**src/sv/pnpf_div.sv**
```systemverilog
module pnpf_div (
	input  logic        clk,
	input  logic        arst_n,
	input  logic        go,
	input  logic [63:0] num,
	input  logic [32:0] den,
	output logic        done,
	output logic [63:0] quo
);

	logic [63:0] q_q;
	logic [33:0] r_q;
	logic [6:0]  cnt_q;
	logic        run_q;
	logic [34:0] shifted;
	logic [34:0] diff;

	assign shifted = {r_q, q_q[63]};
	assign diff    = shifted - {2'b00, den};
	assign done    = run_q && (cnt_q == 7'd64);
	assign quo     = q_q;

	always_ff @(posedge clk or negedge arst_n) begin
		if (!arst_n) begin
			run_q <= 1'b0;
			cnt_q <= '0;
		end else if (go) begin
			run_q <= 1'b1;
			cnt_q <= '0;
		end else if (done) begin
			run_q <= 1'b0;
		end else if (run_q) begin
			cnt_q <= cnt_q + 7'd1;
		end
	end

	always_ff @(posedge clk) begin
		if (go) begin
			q_q <= num;
			r_q <= '0;
		end else if (run_q && cnt_q != 7'd64) begin
			if (!diff[34]) begin
				r_q <= diff[33:0];
				q_q <= {q_q[62:0], 1'b1};
			end else begin
				r_q <= shifted[33:0];
				q_q <= {q_q[62:0], 1'b0};
			end
		end
	end

endmodule

```
**config.mk**
```make
export PLATFORM = sky130hd
export DESIGN_NAME = pnpf_div
export DESIGN_NICKNAME = d
export VERILOG_FILES = /design/src/sv/pnpf_div.sv
export SDC_FILE = /design/constraint.sdc
export NUM_CORES = 1
export LEC_CHECK = 0
export BUFFER_PORTS_ARGS = -buffer_cell sky130_fd_sc_hd__buf_2
export CORE_MARGIN = 2
export CORE_UTILIZATION = 50
export DETAILED_ROUTE_END_ITERATION = 8
export GPL_ROUTABILITY_DRIVEN = 0
export PLACE_DENSITY = 0.83
export SYNTH_ARGS = -nofsm -noshare
export SYNTH_HDL_FRONTEND = slang
export SYNTH_SLANG_ARGS = --single-unit
```
**constraint.sdc**
```tcl
create_clock -name clk -period 7.3 [get_ports clk]
set_input_delay 0.73 -clock clk [delete_from_list [all_inputs] [get_ports clk]]
set_output_delay 0.73 -clock clk [all_outputs]
set_load 0.02 [all_outputs]
```
==> summary.md <==
| Metric | Value |
|---|---|
| Clock-pin slew on the worst setup and hold paths | 0.07 ns |
| Total clock sinks | 106 |
| Min setup slack post-route | ~3.6 ns |
| Gate Count Post-Synth | 658 |
| Die W | 119 um |
| Half-perimeter wire length after detailed placement | 12.1 mm |
| Arrival @ worst endpoint | 3.97 ns |
| CP top delay family | compound AO/OA/AOI/OAI gates |
| # rows | roughly 40 |
| DRT iter0 DRCs | ~560 |
| Root buffer cell | clkbuf_16 |
| Share of flip-flops with an asynchronous set or reset | roughly 7.5% |
| Nature of the critical path startpoint | input port |
| Pwr dens | around 180 nW/um^2 |
| Post-Syn Nets | 794 |
| Number of enable flip-flop cells after synthesis | 64 |
| DR vias | between 5000 and 6000 |
| Ports | 165 |
| DRC viols | 0 |
| Finished Layout Cells | between 900 and 1000 |
| Count of input and output buffers | 164 |
| Vias per cell | between 5 and 6 |
| Avg WL per Cell | 16.9 um |
| Die area | between 10000 and 15000 um^2 |
| CTS tree | done |
| WS Path Type | in -> reg |
| Worst Tran Pin Value | 1.05 ns |
| CTS Buffer Depth | 2 |
| Synth area leaders | edfxtp_1, mux2_2, dfxtp_1 |
| Area delta synth->final | 18.4% |
| Total CTS buffers | 9 |
| CP Capture Type | flip-flop |
| Initial antenna violation count | 0 |
| Clk Latency, worst-skew pair | about 0.35 ns |
| Fillers | 1142 |
| Pre-CTS setup slack | around 3.3 ns |
| Max-cap violation count | 0 |
| RSZ-0062 raised after global routing | no |
| Slowest stage delay, CP | 0.43 ns |
| CP Max Fanout | 12 |
| Seq/Total Area, Yosys | 42.7% |
| Worst path bufs/invs | 3 |
| TNS Setup | 0 ns |
| YS warnings | 0 |
| Worst hold path type | in -> async |
| Share of the clock period used by the worst path | around half |
| Hold-fix buffers, CTS | 0 |
| CTS HTree Levels | 3 |
| Layout Nets | about 940 |
| Final Max Slew Viols | 0 |
| Worst path depth | 14 |
| CP max-delay cell | fa_1 |
| Min Tclk post-route | 3.70 ns |
| Routed Wire Length | between 15 and 20 mm |
| Vias in the first global route | 5308 |
| Slew Limit Headroom | 29.7% |
| Outcome | finished, final reports clean |
| Worst Reg-to-Reg Cells | 14 |
| Ant diodes | 0 |
| Final Hold Viols | 0 |
| Mapped Area | 6560 um^2 |
| Share of the synthesized area in the top cell type | 29.3% |
| Pre-antenna DRT Iters | 5 |
| Largest net degree at the start of global routing | between 60 and 70 |
| Synth Area per Inst | ~10 um^2 |
| Seq cells post-synth | 106 |
| # Post-CTS Setup Buffers | 0 |
| Grt total ovfl | 0 |
| Overall Global Routing Usage | 23.7% |
| Commonest cells after routing, fill and taps aside | buf_2, nand2_1, edfxtp_1 |
| Dpl cells | 966 |
| Core ar. | approximately 13000 um^2 |
| Initial core utilization | 51.5% |
| Worst EP required | 7.57 ns |
| Die H | 119 um |
| Layout cells sized above 1 | 31.5% |
| Leakage | 3.43 nW |
| Global-route wire length before repair | 26.8 mm |
| Skew final | approximately 0.0048 ns |
| Fmax | 271 MHz |
| Top_reg_cell synth | edfxtp_1 |
| Final setup vio count | 0 |
| Resized cells post-CTS | 0 |
| Commonest non-fill, non-tap cell in the layout | buf_2 |
| Final ANT Viol Nets | 0 |
| Leading area contributor after synthesis | edfxtp_1 |
| CP cell instances | buf_2 > ha_1 > inv_1 > fa_1 > a211oi_1 > o21ai_1 > a22oi_1 > nor3b_2 > nor2_1 > a21o_4 > xnor2_2 > buf_4 > nand3_2 > o211ai_1 |
| Peak supply drop | 0.138 mV |
| Synth unique cells | between 60 and 70 |
==> area by class of cell <==
cell class | instances | area, um^2 | area share [%]
Clock inverter | 5 | 37.5 | 0.484
Multi-Input combinational cell | 470 | 3430 | 44.2
Clock buffer | 11 | 233 | 3.00
Inverter | 50 | 188 | 2.42
Tap cell | 172 | 215 | 2.77
Timing Repair Buffer | 168 | 853 | 11.0
Sequential cell | 106 | 2800 | 36.1
==> worst paths after layout <==
check	start	slack (ns)	end
hold / removal	arst_n	0.21	cnt_q[4]
setup reg to reg	quo[63]	3.61	r_q[31]
hold reg to reg	r_q[21]	0.50	r_q[22]
setup / recovery	den[0]	3.60	r_q[31]
max in group asynchronous	arst_n	6.91	cnt_q[2]
min in group clk	r_q[21]	0.50	r_q[22]
==> worst register-to-register path, stage by stage, from the launching register on <==
cell	delay, ns
edfxtp_1	0.38
inv_1	0.09
ha_1	0.18
inv_1	0.07
fa_1	0.43
a211oi_1	0.30
o21ai_1	0.14
a22oi_1	0.39
nor3b_2	0.13
nor2_1	0.27
a21o_4	0.21
xnor2_2	0.28
buf_4	0.33
nand3_2	0.17
o211ai_1	0.25
==> per-stage QoR <==
stage	cell area [um^2]	hold WS, ns	power [mW]	util [%]
after floorplan	6560	0.434	0.861	-
after global placement	7490	0.489	0.945	58.9
after detailed placement	7490	0.492	0.951	58.9
after CTS	7760	0.202	1.41	61.0
after global routing	7760	0.215	1.45	61.0
final	7760	0.210	1.40	61.0
==> cell usage after synthesis (3+ instances only) <==
cell / number
nand2_1: 67
edfxtp_1: 64
mux2_2: 63
inv_1: 50
nor2_1: 44
a21oi_1: 42
ha_1: 35
dfxtp_1: 34
clkbuf_1: 23
xnor2_1: 22
o21ai_0: 21
a311oi_1: 16
nor3_1: 11
xor2_1: 10
a211oi_1: 9
a21o_1: 9
a31oi_1: 9
nand4_1: 9
dfrtp_1: 8
nand3_1: 7
and2_1: 6
and3_1: 6
o21ai_1: 6
a311o_1: 5
and4_1: 5
o21bai_1: 5
nor3b_1: 4
nor4_1: 4
o211ai_1: 4
o22ai_1: 4
o31ai_1: 4
buf_1: 3
buf_2: 3
mux2i_1: 3
nand2b_1: 3
o21a_1: 3
==> cell families after synthesis <==
logic type / Yosys count / share of synthesized area (%)
flops: 106 / 42.7
xor+xnor: 34 / 4.94
compound gates: 155 / 15.9
mux: 66 / 11.3
buf+inv: 82 / 4.98
simple gates: 179 / 13.2
fa+ha+maj: 36 / 6.98
==> sequential cells by signal (all words and copies together) (netlist names) <==
name / flops
cnt_q: 7
quo: 64
r_q: 34
run_q: 1
==> routing by layer <==
layer	up-vias	part of all wire (%)	GRT usage [%]
li1	2719	-	-
met1	2605	45	32.2
met2	180	48	37.9
met3	37	4.5	4.10
met4	0	2.7	8.48
met5	-	0	0
==> report_power, final <==
part           switching [mW]  internal (mW)  total [mW]
Sequential             0.0232          0.681       0.704
Clock                   0.224          0.234       0.458
Combinational           0.135          0.102       0.237
Total                   0.382           1.02        1.40
Note: power is estimated with default switching activity, not from simulation.
