==> config.mk <==
export PLATFORM = sky130hd
export DESIGN_NAME = pnpf_sqrt
export DESIGN_NICKNAME = d
export VERILOG_FILES = /design/src/sv/pnpf_sqrt.sv
export SDC_FILE = /design/constraint.sdc
export NUM_CORES = 1
export LEC_CHECK = 0
export BUFFER_PORTS_ARGS = -buffer_cell sky130_fd_sc_hd__buf_2
export CORE_ASPECT_RATIO = 1.5
export CORE_UTILIZATION = 60
export CTS_BUF_LIST = sky130_fd_sc_hd__clkbuf_2
export DETAILED_ROUTE_END_ITERATION = 16
export PLACE_DENSITY = 0.79
export SLEW_MARGIN = 20
export SYNTH_ARGS = -nofsm -noshare
export SYNTH_HDL_FRONTEND = slang
export SYNTH_SLANG_ARGS = --single-unit
==> constraint.sdc <==
create_clock -name clk -period 28.3 [get_ports clk]
set_input_delay 4.245 -clock clk [delete_from_list [all_inputs] [get_ports clk]]
set_output_delay 4.245 -clock clk [all_outputs]
set_load 0.05 [all_outputs]
==> src/sv/pnpf_sqrt.sv <==
module pnpf_sqrt (
	input  logic        clk,
	input  logic        arst_n,
	input  logic        go,
	input  logic [63:0] x,
	output logic        done,
	output logic [31:0] root
);

	logic [63:0] op_q;
	logic [63:0] res_q;
	logic [63:0] one_q;
	logic        run_q;
	logic [64:0] trial;

	assign trial = {1'b0, res_q} + {1'b0, one_q};
	assign done  = run_q && (one_q == 64'd0);
	assign root  = res_q[31:0];

	always_ff @(posedge clk or negedge arst_n) begin
		if (!arst_n) begin
			run_q <= 1'b0;
		end else if (go) begin
			run_q <= 1'b1;
		end else if (done) begin
			run_q <= 1'b0;
		end
	end

	always_ff @(posedge clk) begin
		if (go) begin
			op_q  <= x;
			res_q <= 64'd0;
			one_q <= 64'h4000_0000_0000_0000;
		end else if (run_q && one_q != 64'd0) begin
			if ({1'b0, op_q} >= trial) begin
				op_q  <= op_q - trial[63:0];
				res_q <= (res_q >> 1) + one_q;
			end else begin
				res_q <= res_q >> 1;
			end
			one_q <= one_q >> 2;
		end
	end

endmodule

==> flow_summary.toml, run 1 <==
[status]
status = "complete, no violations"

[critical_path]
r2r_slack_ns = 19.91
rr_startpoint = "one_q[0]"
path_delay_family = "compound AO/OA/AOI/OAI gates"
start_kind = "flip-flop"
slowest_stage = "o21ai_4"
cp_common_cell = "ha_1"
rr_worst_depth = 26
timing.rr.end = "op_q[39]"
worstPathRequired_ns = 28.84
crit_fanout = 39
slowest_delay_ns = 0.95
cp-end-kind = "flip-flop"
critPathBufInv = 2
arrival_ns = 8.93
criticalPathCategory = "flip-flop to flip-flop"

[routing]
routedWlPerCell_um = 19.6
route.vias.total = 15022
dr.pass1.iters = 8
vias_per_cell = 6.51
drt_iter0_drc = 1021
wirelength_mm = 45.2
antenna_left = 0
drc = 0

[power]
leakagePower_nw = 6.16
peakVddDrop_mv = 0.0760
power_per_cell_area_nw_per_um2 = 113
power_mw = 1.79

[timing]
fin_crit_sh = 0.296
tns_ns = 0
fin_ws_ns = 19.91
drv_slew = 0
hold_viol = 0
fmax_mhz = 119
relSlewSlack = 0.296
period_needed_ns = 8.39
clock_skew_ns = 0.0457
rsz0062_at_grt = "no"
setup_viol = 0
worst_slew_pin_slew_ns = 1.05

[cts]
cts_tree = "yes"
cts_buffers = 17
insertion_delay_ns = 0.91
cts_htree_levels = 4
holdBufCountCts = 0
cts.clk_slew.worst_paths_ns = 0.24
post_cts_buffers = 0
root_buffer = "clkbuf_2"
cts_sinks = 161
clockBufferDepth = 2
post_cts_resize_count = 0

[logic_synthesis]
yosys.area.top_type = "dfxtp_1"
synthCells = 1987
ys_warn_count = 0
synth_area_per_cell_um2 = 7.71
synth_edf_count = 64
syn-num-nets = 2185
ys_types = 81
synth_top_area_frac = 0.125
yosys-top-cells-area = "dfxtp_1, edfxtp_1, ha_1"
ys_seq_elements = 161
synth_async_sr_flop_share = 0.00621
synthFlopType = "dfxtp_1"
synthesis.area_um2 = 15300
ys_seq_area_frac = 0.253

[finish]
area_growth_pct = 3.15
final_common_cell = "nand2_1"
final_cell_mix = "nand2_1, o21ai_0, a21oi_1"
multi_input_area_um2 = 10600
nets = 2165
fill_cells = 2401
seqCellArea_um2 = 3870
drive_above_1_share = 0.102

[die]
die_w_um = 132
ios = 100
start_util = 0.611
rows = 71
die_h_um = 198
die-area_um2 = 26200
core_area_um2 = 25100

[placed_design]
dp_hpwl_mm = 34.2
pre_cts_ws_ns = 20.07
place_congestion = 0.991
portBuffers = 99

[global_routing]
track_usage = 0.346
grt_antenna_before_repair = 1
grt_pass1_wl_mm = 71.9
grt_max_degree = 73
grt_pass1_vias = 14460
grt-ovfl-total = 0

[hold_path]
hold_class = "flip-flop to flip-flop"
min-delay-start = "one_q[0]"
hold_end = "one_q[0]"
hold_depth = 2

[run]
max-cap-violations = 0
-- layer usage --
layer	part of all wire	track usage	up-vias
met2	0.50	0.617	532
met3	0.054	0.0572	160
met1	0.39	0.379	7084
met5	0	0	-
li1	-	-	7246
met4	0.058	0.222	0
-- cell usage after synthesis, drive strengths merged (19+ instances only) --
master and instances:
edfxtp 64, a21o 36, o31ai 20, a21oi 153, nor2b 22, clkbuf 90, nor3 20, o21bai 28
a31oi 71, inv 46, nand4 47, buf 59, ha 130, o211ai 19, nand3 74, and3 22
nor2 127, a31o 22, xnor2 85, o21ai 195, dfxtp 96, xor2 76, nand2 276
-- kinds of logic after synthesis --
kind of cell	synth area share
mux	0.0169
compound gates	0.273
simple gates	0.198
fa+ha+maj	0.107
flops	0.253
xor+xnor	0.0921
buf+inv	0.0604
-- how the worst max path moves through the flow --
stage	to	cells past startpoint	slack (ns)	start
after CTS	op_q[39]	23	20.01	res_q[2]
after floorplan	op_q[0]	23	18.20	res_q[2]
after global routing	op_q[33]	24	19.45	one_q[0]
after detailed placement	op_q[27]	23	20.07	res_q[2]
final	op_q[39]	26	19.91	one_q[0]
after global placement	op_q[27]	23	20.27	res_q[2]
-- state kept, by name, indices dropped and copies added (netlist names) --
| register | flops |
|---|---|
| one_q | 32 |
| res_q | 64 |
| op_q | 64 |
| run_q | 1 |
-- tightest hold or removal path: stages (launching register included) --
cell and delay [ns]:
dfxtp_1 0.40, nand2_1 0.07, a21oi_1 0.05
-- metrics by stage --
stage                     utilization  cell area (um2)  hold slack (ns)  instances
after floorplan                     -            15300            0.468       1987
after global placement          0.622            15600            0.489       2276
after detailed placement        0.622            15600            0.501       2276
after CTS                       0.631            15800            0.524       2308
after global routing            0.631            15800            0.547       2309
final                           0.631            15800            0.529       2309
-- where the power goes --
part | switching [mW] | internal [mW] | total [mW]
logic | 0.779 | 0.449 | 1.23
registers | 0.0826 | 0.347 | 0.430
clock network | 0.0927 | 0.0336 | 0.126
-- layout make-up --
type,instances,share of cell area
Timing Repair Buffer,110,0.0367
Sequential cell,161,0.245
Multi-Input combinational cell,1631,0.668
Clock buffer,20,0.00634
Clock inverter,12,0.00681
Tap cell,328,0.0260
Inverter,46,0.0109
Antenna cell,1,0.000158
Power figures use the tool's default switching activity.
==> run 2: changes to the inputs <==
--- a/config.mk
+++ b/config.mk
@@ -5,12 +5,13 @@
 export SDC_FILE = /design/constraint.sdc
 export NUM_CORES = 1
 export LEC_CHECK = 0
+export ABC_AREA = 1
 export BUFFER_PORTS_ARGS = -buffer_cell sky130_fd_sc_hd__buf_2
 export CORE_ASPECT_RATIO = 1.5
 export CORE_UTILIZATION = 60
 export CTS_BUF_LIST = sky130_fd_sc_hd__clkbuf_2
 export DETAILED_ROUTE_END_ITERATION = 16
-export PLACE_DENSITY = 0.79
+export PLACE_DENSITY = 0.78
 export SLEW_MARGIN = 20
 export SYNTH_ARGS = -nofsm -noshare
 export SYNTH_HDL_FRONTEND = slang
==> constraint.sdc (replaced) <==
create_clock -name clk -period 8.4 [get_ports clk]
set_input_delay 1.26 -clock clk [delete_from_list [all_inputs] [get_ports clk]]
set_output_delay 1.26 -clock clk [all_outputs]
set_load 0.05 [all_outputs]
==> run 2 against run 1 <==
  * Flip-flop and latch count stayed put
  * Utilization is 0.48 points higher
  * Final cell count is 53% higher
  * Setup slack worse by 18 ns
  * Via count is 43% higher
  * Area after synthesis is 21% higher
  * Routed wire length is 63% higher
  * Synthesized cell count is 56% higher
  * Critical path depth is 6 lower
  * Critical path type unchanged
  * Global-route usage is 12 points higher
  * Critical endpoint is now op_q[20]
  * Non-clock buffer count is 2 lower
  * Highest routed layer unchanged
  * Clock skew is 0.027 ns higher
==> flow_summary.toml, run 2 <==
[timing]
relSlewSlack = 0.247
hold_viol = 0
drv_slew = 0
worst_slew_pin_slew_ns = 1.12
rsz0062_at_grt = "no"
clock_skew_ns = 0.0723
fmax_mhz = 155
setup_viol = 0
tns_ns = 0
fin_crit_sh = 0.767
period_needed_ns = 6.45

[logic_synthesis]
synthCells = 3093
ys_warn_count = 0
synth_async_sr_flop_share = 0.00621
synth_edf_count = 64
synthesis.area_um2 = 18600
yosys-top-cells-area = "nand2_1, dfxtp_1, edfxtp_1"
synth_area_per_cell_um2 = 6.02
synthFlopType = "dfxtp_1"
synth_top_area_frac = 0.173
yosys.area.top_type = "nand2_1"
synthTopCellsByCount = "nand2_1, inv_1, nor2_1"
ys_types = 52
syn-num-nets = 3291
ys_seq_elements = 161
ys_seq_area_frac = 0.208
yosysMostFrequentCell = "nand2_1"

[critical_path]
arrival_ns = 7.04
criticalPathCategory = "flip-flop to flip-flop"
worstSetupStartpoint = "res_q[24]"
cp_common_cell = "nand2_1"
cp-end-kind = "flip-flop"
rr_startpoint = "res_q[24]"
rr_worst_depth = 20
crit_chain = "ha_1 > nand2_1 > nor2_1 > nand2_1 > nor4_1 > a21oi_1 > o31ai_1 > a21oi_1 > xor2_1 > ha_1 > nand4_1 > nor3_1 > nand2_1 > o21ai_1 > nand3_1 > nand2_2 > nor2_4 > buf_4 > a31oi_4 > buf_4"
start_kind = "flip-flop"
critPathBufInv = 2
slowest_delay_ns = 0.88
path_depth = 20
slowest_stage = "o31ai_1"
worstPathRequired_ns = 8.99
path_delay_family = "compound AO/OA/AOI/OAI gates"
crit_fanout = 64

[routing]
drc = 0
route.vias.total = 21434
dr.pass1.iters = 7
drt_iter0_drc = 2300
vias_per_cell = 6.06
wirelength_mm = 73.7
antenna_left = 0
routedWlPerCell_um = 20.8

[placed_design]
place_congestion = 1.11
dp_hpwl_mm = 59.6
portBuffers = 99

[finish]
final_cell_mix = "nand2_1, inv_1, nor2_1"
fill_cells = 3019
top_regs = "op_q: 64 flops, res_q: 64 flops, one_q: 32 flops"
final_common_cell = "nand2_1"
area_growth_pct = 3.66
fin_util = 0.636
drive_above_1_share = 0.0666
nets = 3323

[cts]
cts_buffers = 17
cts_tree = "yes"
post_cts_buffers = 0
cts_sinks = 161
cts.clk_slew.worst_paths_ns = 0.34
cts_htree_levels = 4
clockBufferDepth = 2
root_buffer = "clkbuf_2"
post_cts_resize_count = 0
insertion_delay_ns = 0.97
holdBufCountCts = 0

[die]
ios = 100
die_w_um = 146
die-area_um2 = 31700
rows = 78
start_util = 0.613
die_h_um = 218
core_area_um2 = 30400

[power]
peakVddDrop_mv = 0.296
power_per_cell_area_nw_per_um2 = 371
power_mw = 7.17
leakagePower_nw = 8.52

[hold_path]
hold_class = "input port to asynchronous set/reset pin"

[global_routing]
grt_pass1_vias = 21261
grt_antenna_before_repair = 1
grt-ovfl-total = 0
grt_pass1_wl_mm = 113
grt_max_degree = 82
track_usage = 0.468

[status]
status = "complete, no violations"

[run]
max-cap-violations = 0
-- run 2: cell count changes in the layout (fill, tap and decap cells not counted), sizes merged, moves of 47 or more --
cell,delta
a31oi,-54
inv,+389
nand2,+594
a21oi,+47
nand3,+163
nor2,+234
-- run 2: final cells by class --
type / count / area [um2] / share of cell area
Antenna cell: 1 / 2.50 / 0.000130
Clock buffer: 19 / 95.1 / 0.00493
Clock inverter: 13 / 119 / 0.00616
Inverter: 432 / 1620 / 0.0841
Multi-Input combinational cell: 2405 / 12500 / 0.649
Sequential cell: 161 / 3870 / 0.201
Tap cell: 400 / 500 / 0.0259
Timing Repair Buffer: 108 / 566 / 0.0293
-- run 2: path summary, 6_finish.rpt --
path,endpoint,slack (ns)
min reg2reg,res_q[0],0.53
max in group asynchronous,run_q,8.27
min,run_q,0.05
max,op_q[20],1.95
max reg2reg,op_q[20],1.95
min in group clk,res_q[0],0.53
-- run 2: stage by stage --
step	std cells	hold WS, ns	instance area, um2	setup slack [ns]
after floorplan	3093	0.448	18600	1.06
after global placement	3506	0.477	19100	2.41
after detailed placement	3506	0.485	19100	2.38
after CTS	3538	0.0345	19300	2.31
after global routing	3539	0.0370	19300	1.71
final	3539	0.0542	19300	1.95
-- run 2: power by group --
group | leakage (nW) | switching, mW | internal (mW) | total [mW]
Clock | 0.143 | 0.367 | 0.0946 | 0.462
Sequential | 1.44 | 0.341 | 1.20 | 1.54
Combinational | 6.94 | 3.59 | 1.58 | 5.16
-- run 2: cells by family after synthesis --
kind of cell / after synthesis / synth area share
and+or+nand+nor: 1597 / 0.362
buffers and inverters: 527 / 0.121
DFF: 161 / 0.208
xor gates and xnor gates: 125 / 0.0588
adders and majority gates: 131 / 0.0885
AOI/OAI and AO/OA: 552 / 0.162
-- run 2: routing by layer --
metal,vias to the layer above,share of wire,GRT usage,wire (um)
met5,-,0,0,0
met4,0,0.12,0.511,8740
li1,10156,-,-,-
met1,9624,0.33,0.462,24400
met2,1229,0.48,0.811,35200
met3,425,0.072,0.0661,5320
-- run 2: worst register-to-register path: stages, from the launching register on --
cell and delay [ns]:
dfxtp_1 0.77, ha_1 0.32, nand2_1 0.15, nor2_1 0.18, nand2_1 0.08, nor4_1 0.31
a21oi_1 0.23, o31ai_1 0.88, a21oi_1 0.18, xor2_1 0.22, ha_1 0.51, nand4_1 0.17
nor3_1 0.19, nand2_1 0.07, o21ai_1 0.16, nand3_1 0.12, nand2_2 0.13, nor2_4 0.05
buf_4 0.31, a31oi_4 0.21, buf_4 0.73
